$ cat src/hw/rtl/smss_pkg.sv
`timescale 1ns / 1ps
`default_nettype none

package smss_pkg;

   // request kinds, carried on req_tuser
   localparam logic FUNC_WRITE  = 1'b0;
   localparam logic FUNC_SEARCH = 1'b1;

   localparam int KEY_W  = 32;
   localparam int IDX_W  = 2;
   localparam int REQ_TDATA_W = 72;   // 68 bits of fields, padded to bytes
   localparam int RSP_TDATA_W = 8;

   typedef enum logic {
      ST_IDLE,
      ST_WALK
   } smss_state_type;

   // controller -> datapath
   typedef struct packed {
      logic wr_en;     // store the request's entry
      logic start;     // latch key, aim at top-right corner, read it
      logic step;      // move one column left or one row down, read next
      logic load_rsp;  // capture the hit flag into the output register
   } smss_cmd_type;

   // datapath -> controller
   typedef struct packed {
      logic done;      // walk ends at the current entry
      logic hit;       // current entry equals the key
   } smss_stat_type;

endpackage

`default_nettype wire

$ cat src/hw/rtl/smss_ctrl.sv
`timescale 1ns / 1ps
`default_nettype none

module smss_ctrl
   import smss_pkg::*;
(
   input  wire logic          clock,
   input  wire logic          reset,
   input  wire logic          req_valid,
   input  wire logic          req_func,
   input  wire logic          rsp_ready,
   input  wire smss_stat_type stat,
   output logic               req_ready,
   output logic               rsp_valid,
   output smss_cmd_type       cmd
);

   smss_state_type state_ff, state_in;
   logic           rsp_valid_ff, rsp_valid_in;
   logic           out_free;
   logic           accept;

   assign out_free  = !rsp_valid_ff || rsp_ready;
   assign req_ready = (state_ff == ST_IDLE);
   assign accept    = req_valid && req_ready;
   assign rsp_valid = rsp_valid_ff;

   always_ff @(posedge clock) begin
      if (reset) begin
         state_ff     <= ST_IDLE;
         rsp_valid_ff <= 1'b0;
      end else begin
         state_ff     <= state_in;
         rsp_valid_ff <= rsp_valid_in;
      end
   end

   always_comb begin
      state_in     = state_ff;
      cmd          = '0;
      rsp_valid_in = rsp_valid_ff && !rsp_ready;
      case (state_ff)
         ST_IDLE: begin
            if (accept) begin
               if (req_func == FUNC_SEARCH) begin
                  cmd.start = 1'b1;
                  state_in  = ST_WALK;
               end else begin
                  cmd.wr_en = 1'b1;
               end
            end
         end
         ST_WALK: begin
            if (stat.done) begin
               // hold the last entry until the output register frees up
               if (out_free) begin
                  cmd.load_rsp = 1'b1;
                  rsp_valid_in = 1'b1;
                  state_in     = ST_IDLE;
               end
            end else begin
               cmd.step = 1'b1;
            end
         end
         default: begin
            state_in = ST_IDLE;
         end
      endcase
   end

endmodule

`default_nettype wire

$ cat src/hw/rtl/smss_dp.sv
`timescale 1ns / 1ps
`default_nettype none

module smss_dp
   import smss_pkg::*;
#(
   parameter int ROWS = 4,
   parameter int COLS = 4
) (
   input  wire logic                    clock,
   input  wire smss_cmd_type            cmd,
   input  wire logic [IDX_W-1:0]        wr_row,
   input  wire logic [IDX_W-1:0]        wr_col,
   input  wire logic signed [KEY_W-1:0] wr_value,
   input  wire logic signed [KEY_W-1:0] key,
   output smss_stat_type                stat,
   output logic                         found
);

   localparam int DEPTH = ROWS * COLS;
   localparam int AW    = (DEPTH > 1) ? $clog2(DEPTH) : 1;
   localparam int RW    = (ROWS > 1) ? $clog2(ROWS) : 1;
   localparam int CW    = (COLS > 1) ? $clog2(COLS) : 1;

   logic signed [KEY_W-1:0] mem [DEPTH];

   logic signed [KEY_W-1:0] key_ff;
   logic signed [KEY_W-1:0] rdata_ff;
   logic [AW-1:0]           addr_ff, addr_in;
   logic [RW-1:0]           row_ff, row_in;
   logic [CW-1:0]           col_ff, col_in;
   logic                    found_ff;
   logic                    rd_en;
   logic                    wr_ok;
   logic [AW-1:0]           wr_addr;
   logic                    eq, gt;

   // out-of-range writes are dropped
   assign wr_ok   = (32'(wr_row) < ROWS) && (32'(wr_col) < COLS);
   assign wr_addr = AW'(32'(wr_row) * COLS + 32'(wr_col));

   assign eq = (rdata_ff == key_ff);
   assign gt = (rdata_ff > key_ff);

   assign stat.hit  = eq;
   assign stat.done = eq
                   || (gt  && (col_ff == '0))
                   || (!gt && (row_ff == RW'(ROWS - 1)));

   assign rd_en = cmd.start || cmd.step;

   always_comb begin
      addr_in = addr_ff;
      row_in  = row_ff;
      col_in  = col_ff;
      if (cmd.start) begin
         addr_in = AW'(COLS - 1);
         row_in  = '0;
         col_in  = CW'(COLS - 1);
      end else if (cmd.step) begin
         if (gt) begin
            addr_in = addr_ff - AW'(1);
            col_in  = col_ff - CW'(1);
         end else begin
            addr_in = addr_ff + AW'(COLS);
            row_in  = row_ff + RW'(1);
         end
      end
   end

   always_ff @(posedge clock) begin
      if (cmd.wr_en && wr_ok) begin
         mem[wr_addr] <= wr_value;
      end
      if (rd_en) begin
         rdata_ff <= mem[addr_in];
      end
   end

   always_ff @(posedge clock) begin
      addr_ff <= addr_in;
      row_ff  <= row_in;
      col_ff  <= col_in;
      if (cmd.start) begin
         key_ff <= key;
      end
      if (cmd.load_rsp) begin
         found_ff <= eq;
      end
   end

   assign found = found_ff;

endmodule

`default_nettype wire

$ cat src/hw/rtl/sorted_matrix_staircase_search.sv
`timescale 1ns / 1ps
`default_nettype none
// Staircase search over a ROWS x COLS matrix whose rows and columns are sorted ascending.
// Request channel (req_*): req_tuser selects the kind of beat. A write beat stores
//   entry_value at (row_index, col_index) and returns nothing; indexes beyond the matrix
//   are dropped. A search beat walks from the top-right corner: on equal it stops with
//   found=1, on a larger entry it moves one column left, otherwise one row down, and it
//   stops with found=0 when it would leave the matrix.
// Response channel (rsp_*): one beat per search, found in rsp_tdata bit 0.
// Request side: writes are taken one per cycle, back to back, while no search is
//   walking. A search visiting k entries (1 <= k <= ROWS+COLS-1) holds the request side
//   until its result is loaded; each comparison is against the registered read port of
//   the entry memory, after the first read. The response beat appears the cycle after
//   the result is loaded.
// Stalls: the output register lets the next request in while a response waits; a search
//   that finishes while the previous response is still held waits on its last entry.
// Reset: clears the controller and the response valid. The matrix is not cleared;
//   searches must only touch entries that were written.
module sorted_matrix_staircase_search
   import smss_pkg::*;
#(
   parameter int ROWS = 4,
   parameter int COLS = 4
) (
   input  wire logic                   clock,
   input  wire logic                   reset,
   input  wire logic                   req_tvalid,
   output logic                        req_tready,
   // [1:0] row_index, [3:2] col_index, [35:4] entry_value, [67:36] search_key, rest zero
   input  wire logic [REQ_TDATA_W-1:0] req_tdata,
   // [0] func
   input  wire logic                   req_tuser,
   output logic                        rsp_tvalid,
   input  wire logic                   rsp_tready,
   // [0] found, rest zero
   output logic [RSP_TDATA_W-1:0]      rsp_tdata
);

   smss_cmd_type  cmd;
   smss_stat_type stat;
   logic          found;

   smss_ctrl u_ctrl (
      .clock     (clock),
      .reset     (reset),
      .req_valid (req_tvalid),
      .req_func  (req_tuser),
      .rsp_ready (rsp_tready),
      .stat      (stat),
      .req_ready (req_tready),
      .rsp_valid (rsp_tvalid),
      .cmd       (cmd)
   );

   smss_dp #(
      .ROWS (ROWS),
      .COLS (COLS)
   ) u_dp (
      .clock    (clock),
      .cmd      (cmd),
      .wr_row   (req_tdata[1:0]),
      .wr_col   (req_tdata[3:2]),
      .wr_value (req_tdata[35:4]),
      .key      (req_tdata[67:36]),
      .stat     (stat),
      .found    (found)
   );

   assign rsp_tdata = {{(RSP_TDATA_W-1){1'b0}}, found};

   // a search start locks out further requests for the walk
   assert property (@(posedge clock) disable iff (reset)
      cmd.start |=> !req_tready)
      else $error("request side open during a walk");

   // loading a result always presents a response beat next cycle
   assert property (@(posedge clock) disable iff (reset)
      cmd.load_rsp |=> rsp_tvalid)
      else $error("result loaded without response valid");

   // a walk step and a result load never coincide with a new request
   assert property (@(posedge clock) disable iff (reset)
      (cmd.step || cmd.load_rsp) |-> !(cmd.start || cmd.wr_en))
      else $error("walk overlaps a new request");

   // result is loaded only when the output register is free
   assert property (@(posedge clock) disable iff (reset)
      cmd.load_rsp |-> (!rsp_tvalid || rsp_tready))
      else $error("response overwritten while stalled");

endmodule

`default_nettype wire
$ cat config.mk
export PLATFORM = sky130hd
export DESIGN_NAME = sorted_matrix_staircase_search
export DESIGN_NICKNAME = d
export VERILOG_FILES = /design/src/hw/rtl/smss_pkg.sv /design/src/hw/rtl/smss_ctrl.sv /design/src/hw/rtl/smss_dp.sv /design/src/hw/rtl/sorted_matrix_staircase_search.sv
export SDC_FILE = /design/constraint.sdc
export NUM_CORES = 1
export LEC_CHECK = 0
export BUFFER_PORTS_ARGS = -buffer_cell sky130_fd_sc_hd__clkbuf_2
export CAP_MARGIN = 40
export CORE_MARGIN = 1.5
export CORE_UTILIZATION = 50
export DETAILED_ROUTE_END_ITERATION = 7
export HOLD_SLACK_MARGIN = 0.03
export PLACE_DENSITY = 0.67
export SLEW_MARGIN = 15
export SYNTH_ARGS = -nofsm -noshare
export SYNTH_HDL_FRONTEND = slang
export SYNTH_SLANG_ARGS = --single-unit
$ cat constraint.sdc
create_clock -name clock -period 4.9 [get_ports clock]
set_clock_uncertainty 0.2 [all_clocks]
set_input_delay 0.49 -clock clock [delete_from_list [all_inputs] [get_ports clock]]
set_output_delay 0.49 -clock clock [all_outputs]
set_load 0.01 [all_outputs]
# Word level (Yosys, flattened, before mapping)
# Memories as Yosys holds them, arrays and structs flattened. A register that Yosys moved wholly into a read port is not among the register bits.
# Index checks and enable logic that the tools add are counted.
[word_totals]
regBits = 43
mem_bits_rw = 512
inputBits = 77
out_inout_bits = 10
elab_cells = 52
mem_count = 1
[memory_table]
columns = ["memory", "words", "word_bits", "read_ports", "rd_clocked_by_memory_dff", "wr", "line_no", "text"]
rows = [
  ["u_dp.mem", 16, 32, 1, 1, 1, "smss_dp.sv:25", "logic signed [KEY_W-1:0] mem [DEPTH];"],
]
[classes]
add_sub_neg = 5
order_cmp = 1
eq_ne = 2
muxes = 20
n_bitwise = 2
n_reduce_logical = 14
[ops]
columns = ["operator", "n"]
rows = [
  ["32-bit == test", 1],
  ["32-bit greater-than comparator", 1],
  ["1-bit 2-to-1 mux", 13],
  ["4-bit 2-to-1 mux", 3],
  ["2-bit 2-to-1 mux", 3],
  ["4-bit by 2-bit adder with 4-bit output", 1],
  ["4-bit by 3-bit adder with 4-bit output, second input constant", 1],
  ["1-bit logical AND", 4],
  ["1-bit logical OR", 4],
  ["2-bit AND reduction", 2],
  ["4-bit by 1-bit subtractor with 4-bit output, second input constant", 1],
  ["1-bit logical NOT", 3],
  ["2-bit by 1-bit adder with 2-bit output, second input constant", 1],
  ["2-bit == test, second input constant", 1],
  ["2-bit logical NOT", 1],
  ["1-bit inverter", 2],
  ["1-bit one-hot mux with 2 select lines", 1],
  ["2-bit by 1-bit subtractor with 2-bit output, second input constant", 1],
]

# Longest topological paths before layout
[depth]
ltp_word = 8
mapped_depth = 15
ltp_nobuf = 13

# Modules after synthesis
# A second synthesis with hierarchy kept.
[unflattened]
cells_unflattened = 1615
area_unflattened_um2 = 23540.1
[modules_own_cells]
columns = ["module", "instances", "cells_per_inst", "area_per_inst_um2", "seq_area_each_um2"]
rows = [
  ["smss_dp", 1, 1592, 23371.2, 17486.8],
  ["smss_ctrl", 1, 14, 105.1, 40.0],
  ["sorted_matrix_staircase_search", 1, 9, 63.8, 0.0],
]

# Worst setup path before layout
# OpenSTA, ideal clock, no wires.
[synth_path]
kind = "input to register"
startpoint = "input port req_tuser"
endpoint = "memory u_dp.mem[0][0] (enable)"
setup_ns = 0.461
arrival_time_ns = 3.257
required_time_ns = 4.239
path_slack_ns = 0.982
stages = 4
path_buffers = 0
path_cell_list = "nor3b_1 -> nor2b_1 -> nand2b_1 -> nor3_1"
[synth_via]
elab_chain_len = 5
[synth_rtl]
columns = ["item", "line_no", "text"]
rows = [
  ["from (decl)", "sorted_matrix_staircase_search.sv:32", "input wire logic req_tuser,"],
  ["1-bit 2-to-1 mux", "smss_ctrl.sv:45", "if (req_func == FUNC_SEARCH) begin"],
  ["2-bit 2-to-1 mux", "smss_ctrl.sv:44", "if (accept) begin"],
  ["2-bit 2-to-1 mux", "smss_ctrl.sv:42", "case (state_ff)"],
  ["1-bit 2-to-1 mux", "smss_dp.sv:72", "if (cmd.wr_en && wr_ok) begin"],
  ["1-bit 2-to-1 mux (implied by the code)", "smss_dp.sv:73", "mem[wr_addr] <= wr_value;"],
  ["to (decl)", "smss_dp.sv:25", ""],
]
# Every way passes these cells.

# Final worst setup path
[layout_path]
startpoint = "register u_dp.rdata_ff[1], read port of u_dp.mem"
endpoint = "register u_dp.rdata_ff[30], read port of u_dp.mem (data pin)"
[layout_via]
elab_chain_len = 8
word_cells_on_any_way = 13
cone_classes = "order compare: 1; eq/ne: 1; mux: 5; reduce/logical: 6"
[layout_rtl]
columns = ["item", "line_no", "text"]
rows = [
  ["from (decl)", "smss_dp.sv:28", "logic signed [KEY_W-1:0] rdata_ff;"],
  ["32-bit greater-than comparator", "smss_dp.sv:43", "assign gt = (rdata_ff > key_ff);"],
  ["1-bit logical AND / 1-bit logical NOT (equally long branches)", "smss_dp.sv:47, smss_dp.sv:48", ""],
  ["1-bit logical OR / 1-bit logical AND (equally long branches)", "smss_dp.sv:47, smss_dp.sv:48", ""],
  ["1-bit logical OR", "smss_dp.sv:48", "|| (!gt && (row_ff == RW'(ROWS - 1)));"],
  ["1-bit 2-to-1 mux", "smss_ctrl.sv:54", "if (stat.done) begin"],
  ["2-bit 2-to-1 mux", "smss_ctrl.sv:42", ""],
  ["4-bit 2-to-1 mux", "smss_dp.sv:60", "end else if (cmd.step) begin"],
  ["4-bit 2-to-1 mux", "smss_dp.sv:56", "if (cmd.start) begin"],
]
# Several ways; a longest one is shown, not always the timed one.
# A chain may end at the register's enable or synchronous reset.

==> qor.log <==
qor: outcome.outcome finished, final reports clean
qor: sta.max_freq 214 MHz
qor: final_layout.num-nets-final 1852
qor: final_layout.multiInputGateArea 7030 um2
qor: worst_setup_path.worstPathCellList ha_1 > nor2b_1 > o211ai_1 > a21oi_1 > o311ai_2 > nand4_2 > a21oi_4 > mux2_2 > inv_2 > buf_4 > a211o_1 > a211oi_1 > nor4_1 > buf_4
qor: sta.timing.final.max_slew_violations 0
qor: placed_design.numPortBuffers 75
qor: placed_design.dp_slack 0.116 ns
qor: sta.setup_viol_count_final 0
qor: pwr.power_leakage 9.64 nW
qor: drt.drt-total-wl 69500 um
qor: worst_setup_path.critical_path.max_stage_delay 0.63 ns
qor: clocking.clk_transition_reported_paths 0.06 ns
qor: placed_design.dpl.hpwl 38300 um
qor: final_layout.ff_latch_area 17500 um2
qor: yosys.synth_top_cells_by_area sky130_fd_sc_hd__edfxtp_1 69%, sky130_fd_sc_hd__a211oi_1 5.7%, sky130_fd_sc_hd__a211o_1 4.4%, sky130_fd_sc_hd__o31a_1 4.4%, sky130_fd_sc_hd__mux2_2 2.1%
qor: die.initial_core_util 50.5%
qor: sta.post-route-worst-setup-slack 0.234 ns
qor: drt.avgViaCountPerCell 6.61
qor: clocking.numClockSinks 587
qor: clocking.clkLatencyLatePin 0.62 ns
qor: yosys.synth_seq_cells 587
qor: yosys.netlist_instances 1639
qor: final_layout.drive_gt1_share 18.3%
qor: yosys.synth_cell_types 53
qor: sta.slew_headroom 43.0%
qor: drt.final_antenna_net_count 0
qor: sta.final_cycle_utilization_of_the_critical_path 95.2%
qor: drt.detailroute.via_count 16300
qor: pwr.pwr_density_cell 589 nW/um2
qor: drt.dr_wl_met3 6440 um
qor: yosys.synth_seq_area_share 69.4%
qor: die.die_height 228 um
qor: sta.finalCriticalPeriod 4.67 ns
qor: placed_design.place_inst 2312
qor: yosys.post-synth-top-count-cell sky130_fd_sc_hd__edfxtp_1
qor: worst_setup_path.worst_path_most_repeated_cell sky130_fd_sc_hd__buf_4
qor: die.floorplan.die_area 51900 um2
qor: die.pin_count 87
qor: yosys.async_reset_ff_share 0%
qor: run.max-cap-violations 0
qor: clocking.clockBufferDepth 3
qor: worst_setup_path.worst-endpoint-required 5.20 ns
qor: final_layout.finish.utilization 58.2%
qor: worst_setup_path.worst_path_max_delay_cell sky130_fd_sc_hd__nor4_1
qor: clocking.cts-root-buf sky130_fd_sc_hd__clkbuf_16
qor: drt.highest-signal-layer met5
qor: sta.max_slew.worst_pin.slew 0.854 ns
qor: global_route.grt_pass1_wl 103000 um
qor: worst_setup_path.arrival 4.96 ns
qor: yosys.synth.avg_cell_area 15.4 um2
qor: final_layout.areaGrowthSynthToFinish 15.2%
qor: global_route.grt_antenna_before_repair 2
qor: yosys.synth.top_cells.by_count 577 x sky130_fd_sc_hd__edfxtp_1, 192 x sky130_fd_sc_hd__a211oi_1, 128 x sky130_fd_sc_hd__a211o_1, 128 x sky130_fd_sc_hd__o31a_1, 100 x sky130_fd_sc_hd__clkbuf_1
qor: yosys.yosys.area.top_type_share 68.6%
qor: placed_design.globalplace.congestion 0.811
qor: global_route.vias_in_the_first_global_route 16100
qor: yosys.most_area_hungry_cell_type_in_the_yosys_netlist sky130_fd_sc_hd__edfxtp_1
qor: drt.drc_errors 0
qor: drt.routedLengthMet1 27900 um
qor: worst_setup_path.critical_path_class reg2reg
qor: drt.dr.pass1.iters 5
qor: sta.final.setup.tns 0 ns
qor: global_route.gr-total-overflow 0
qor: pwr.worst_ir_drop_vdd 0.000384 V
qor: yosys.synth-main-ff-cell sky130_fd_sc_hd__edfxtp_1
qor: final_layout.fin_cells 2458
qor: clocking.numCtsBuffers 59
qor: drt.wl_met2 33300 um
qor: drt.avgRoutedWirePerCell 28.3 um
qor: worst_setup_path.critPathCaptureType register
qor: sta.timing.final.hold_violations 0
qor: worst_setup_path.path_buf_inv 3
qor: die.fp_rows 82
qor: clocking.clock_tree_from_tritoncts done
qor: worst_setup_path.critical_path.max_fanout 24
qor: final_layout.fillCellCount 3838
qor: die.die_width 228 um
qor: yosys.synthesis.yosys.warnings 0
qor: yosys.count_of_flip_flops_with_a_built_in_enable_after_synthesis 577
qor: clocking.clock_tree.htree_level_count 2
qor: hold_path.class_of_the_tightest_hold_or_removal_check in2reg
qor: worst_setup_path.worst_setup_path_start_kind register
qor: drt.drt-initial-drc-count 1665
qor: sta.setup_repair_after_global_routing_missed_its_margin false
qor: global_route.grt_start_max_net_pins 83
qor: global_route.global_route.usage.total 26.5%
qor: die.core 50000 um2
qor: worst_setup_path.critical-path-top-delay-family compound AO/OA/AOI/OAI gates
qor: yosys.synthesis.area 25200 um2
[area by class of cell]
cell class | count | share of cell area [%]
antenna | 1 | 0.00860
clock buffer | 78 | 5.39
clock inverter | 28 | 0.826
inverter | 43 | 0.559
multi-input combinational | 849 | 24.2
sequential | 587 | 60.3
tap | 672 | 2.89
timing repair buffer | 200 | 5.89
[routing by layer]
layer  track usage, %  vias to the layer above
li1                 -                     7033
met1             36.7                     8223
met2             42.5                      879
met3             4.39                      120
met4             9.23                        2
met5                0                        -
[worst paths after layout]
kind                                  startpoint                end  slack, ns  depth (start not counted)
worst max-delay path            u_dp.rdata_ff[1]  u_dp.rdata_ff[30]       0.23                         14
worst min-delay path               req_tdata[28]    u_dp.mem[8][24]       0.08                          1
worst max register to register  u_dp.rdata_ff[1]  u_dp.rdata_ff[30]       0.23                         14
worst min register to register    u_dp.row_ff[1]     u_dp.row_ff[1]       0.28                          2
[layout by cell type (no fill, tap or decap), drive strengths merged, types with 44 or more instances in the layout]
master / n
o31a: 128
a211oi: 193
o211ai: 68
clkbuf: 154
mux2: 65
o31ai: 65
buf: 89
edfxtp: 577
a211o: 128
inv: 44
[cells by family after synthesis]
| family | synth area share [%] |
|---|---|
| buf+inv | 3.65 |
| flops | 69.4 |
| compound gates | 19.6 |
| other cells | 0.0149 |
| fa+ha+maj | 1.73 |
| simple gates | 2.59 |
| xor+xnor | 0.0694 |
| mux | 2.94 |
[report_power, final]
part / switching, mW / internal (mW) / leakage, nW
clock: 1.85 / 2.44 / 0.880
combinational: 4.10 / 2.61 / 3.46
sequential: 0.185 / 5.92 / 5.30
total: 6.14 / 11.0 / 9.64
[registers in the layout (all words and copies together), names as in the netlist]
register / cells
u_dp.col_ff: 2
u_ctrl.state_ff: 1
u_dp.found: 1
u_dp.rdata_ff: 32
u_dp.addr_ff: 4
u_dp.key_ff: 32
u_dp.mem: 512
u_dp.row_ff: 2
u_ctrl.rsp_valid: 1
[repair_timing]
item / CTS / global route
endpoints found under the hold margin: 35 / 0
buffers inserted: 0 / 2
hold buffers: 35 / 0
endpoints found under the setup margin: 0 / 2
gates resized for setup: 0 / 1
[stage by stage]
step / power, mW / cell area, um2 / hold slack [ns]
6_report: 17.1 / 29100 / 0.0815
2_1_floorplan: 10.5 / 25300 / 0.240
3_3_place_gp: 12.7 / 26900 / 0.246
4_1_cts: 17.1 / 29000 / 0.0562
5_1_grt: 17.8 / 29100 / 0.0838
3_5_place_dp: 12.8 / 26900 / 0.267
Note: power is estimated with default switching activity, not from simulation.
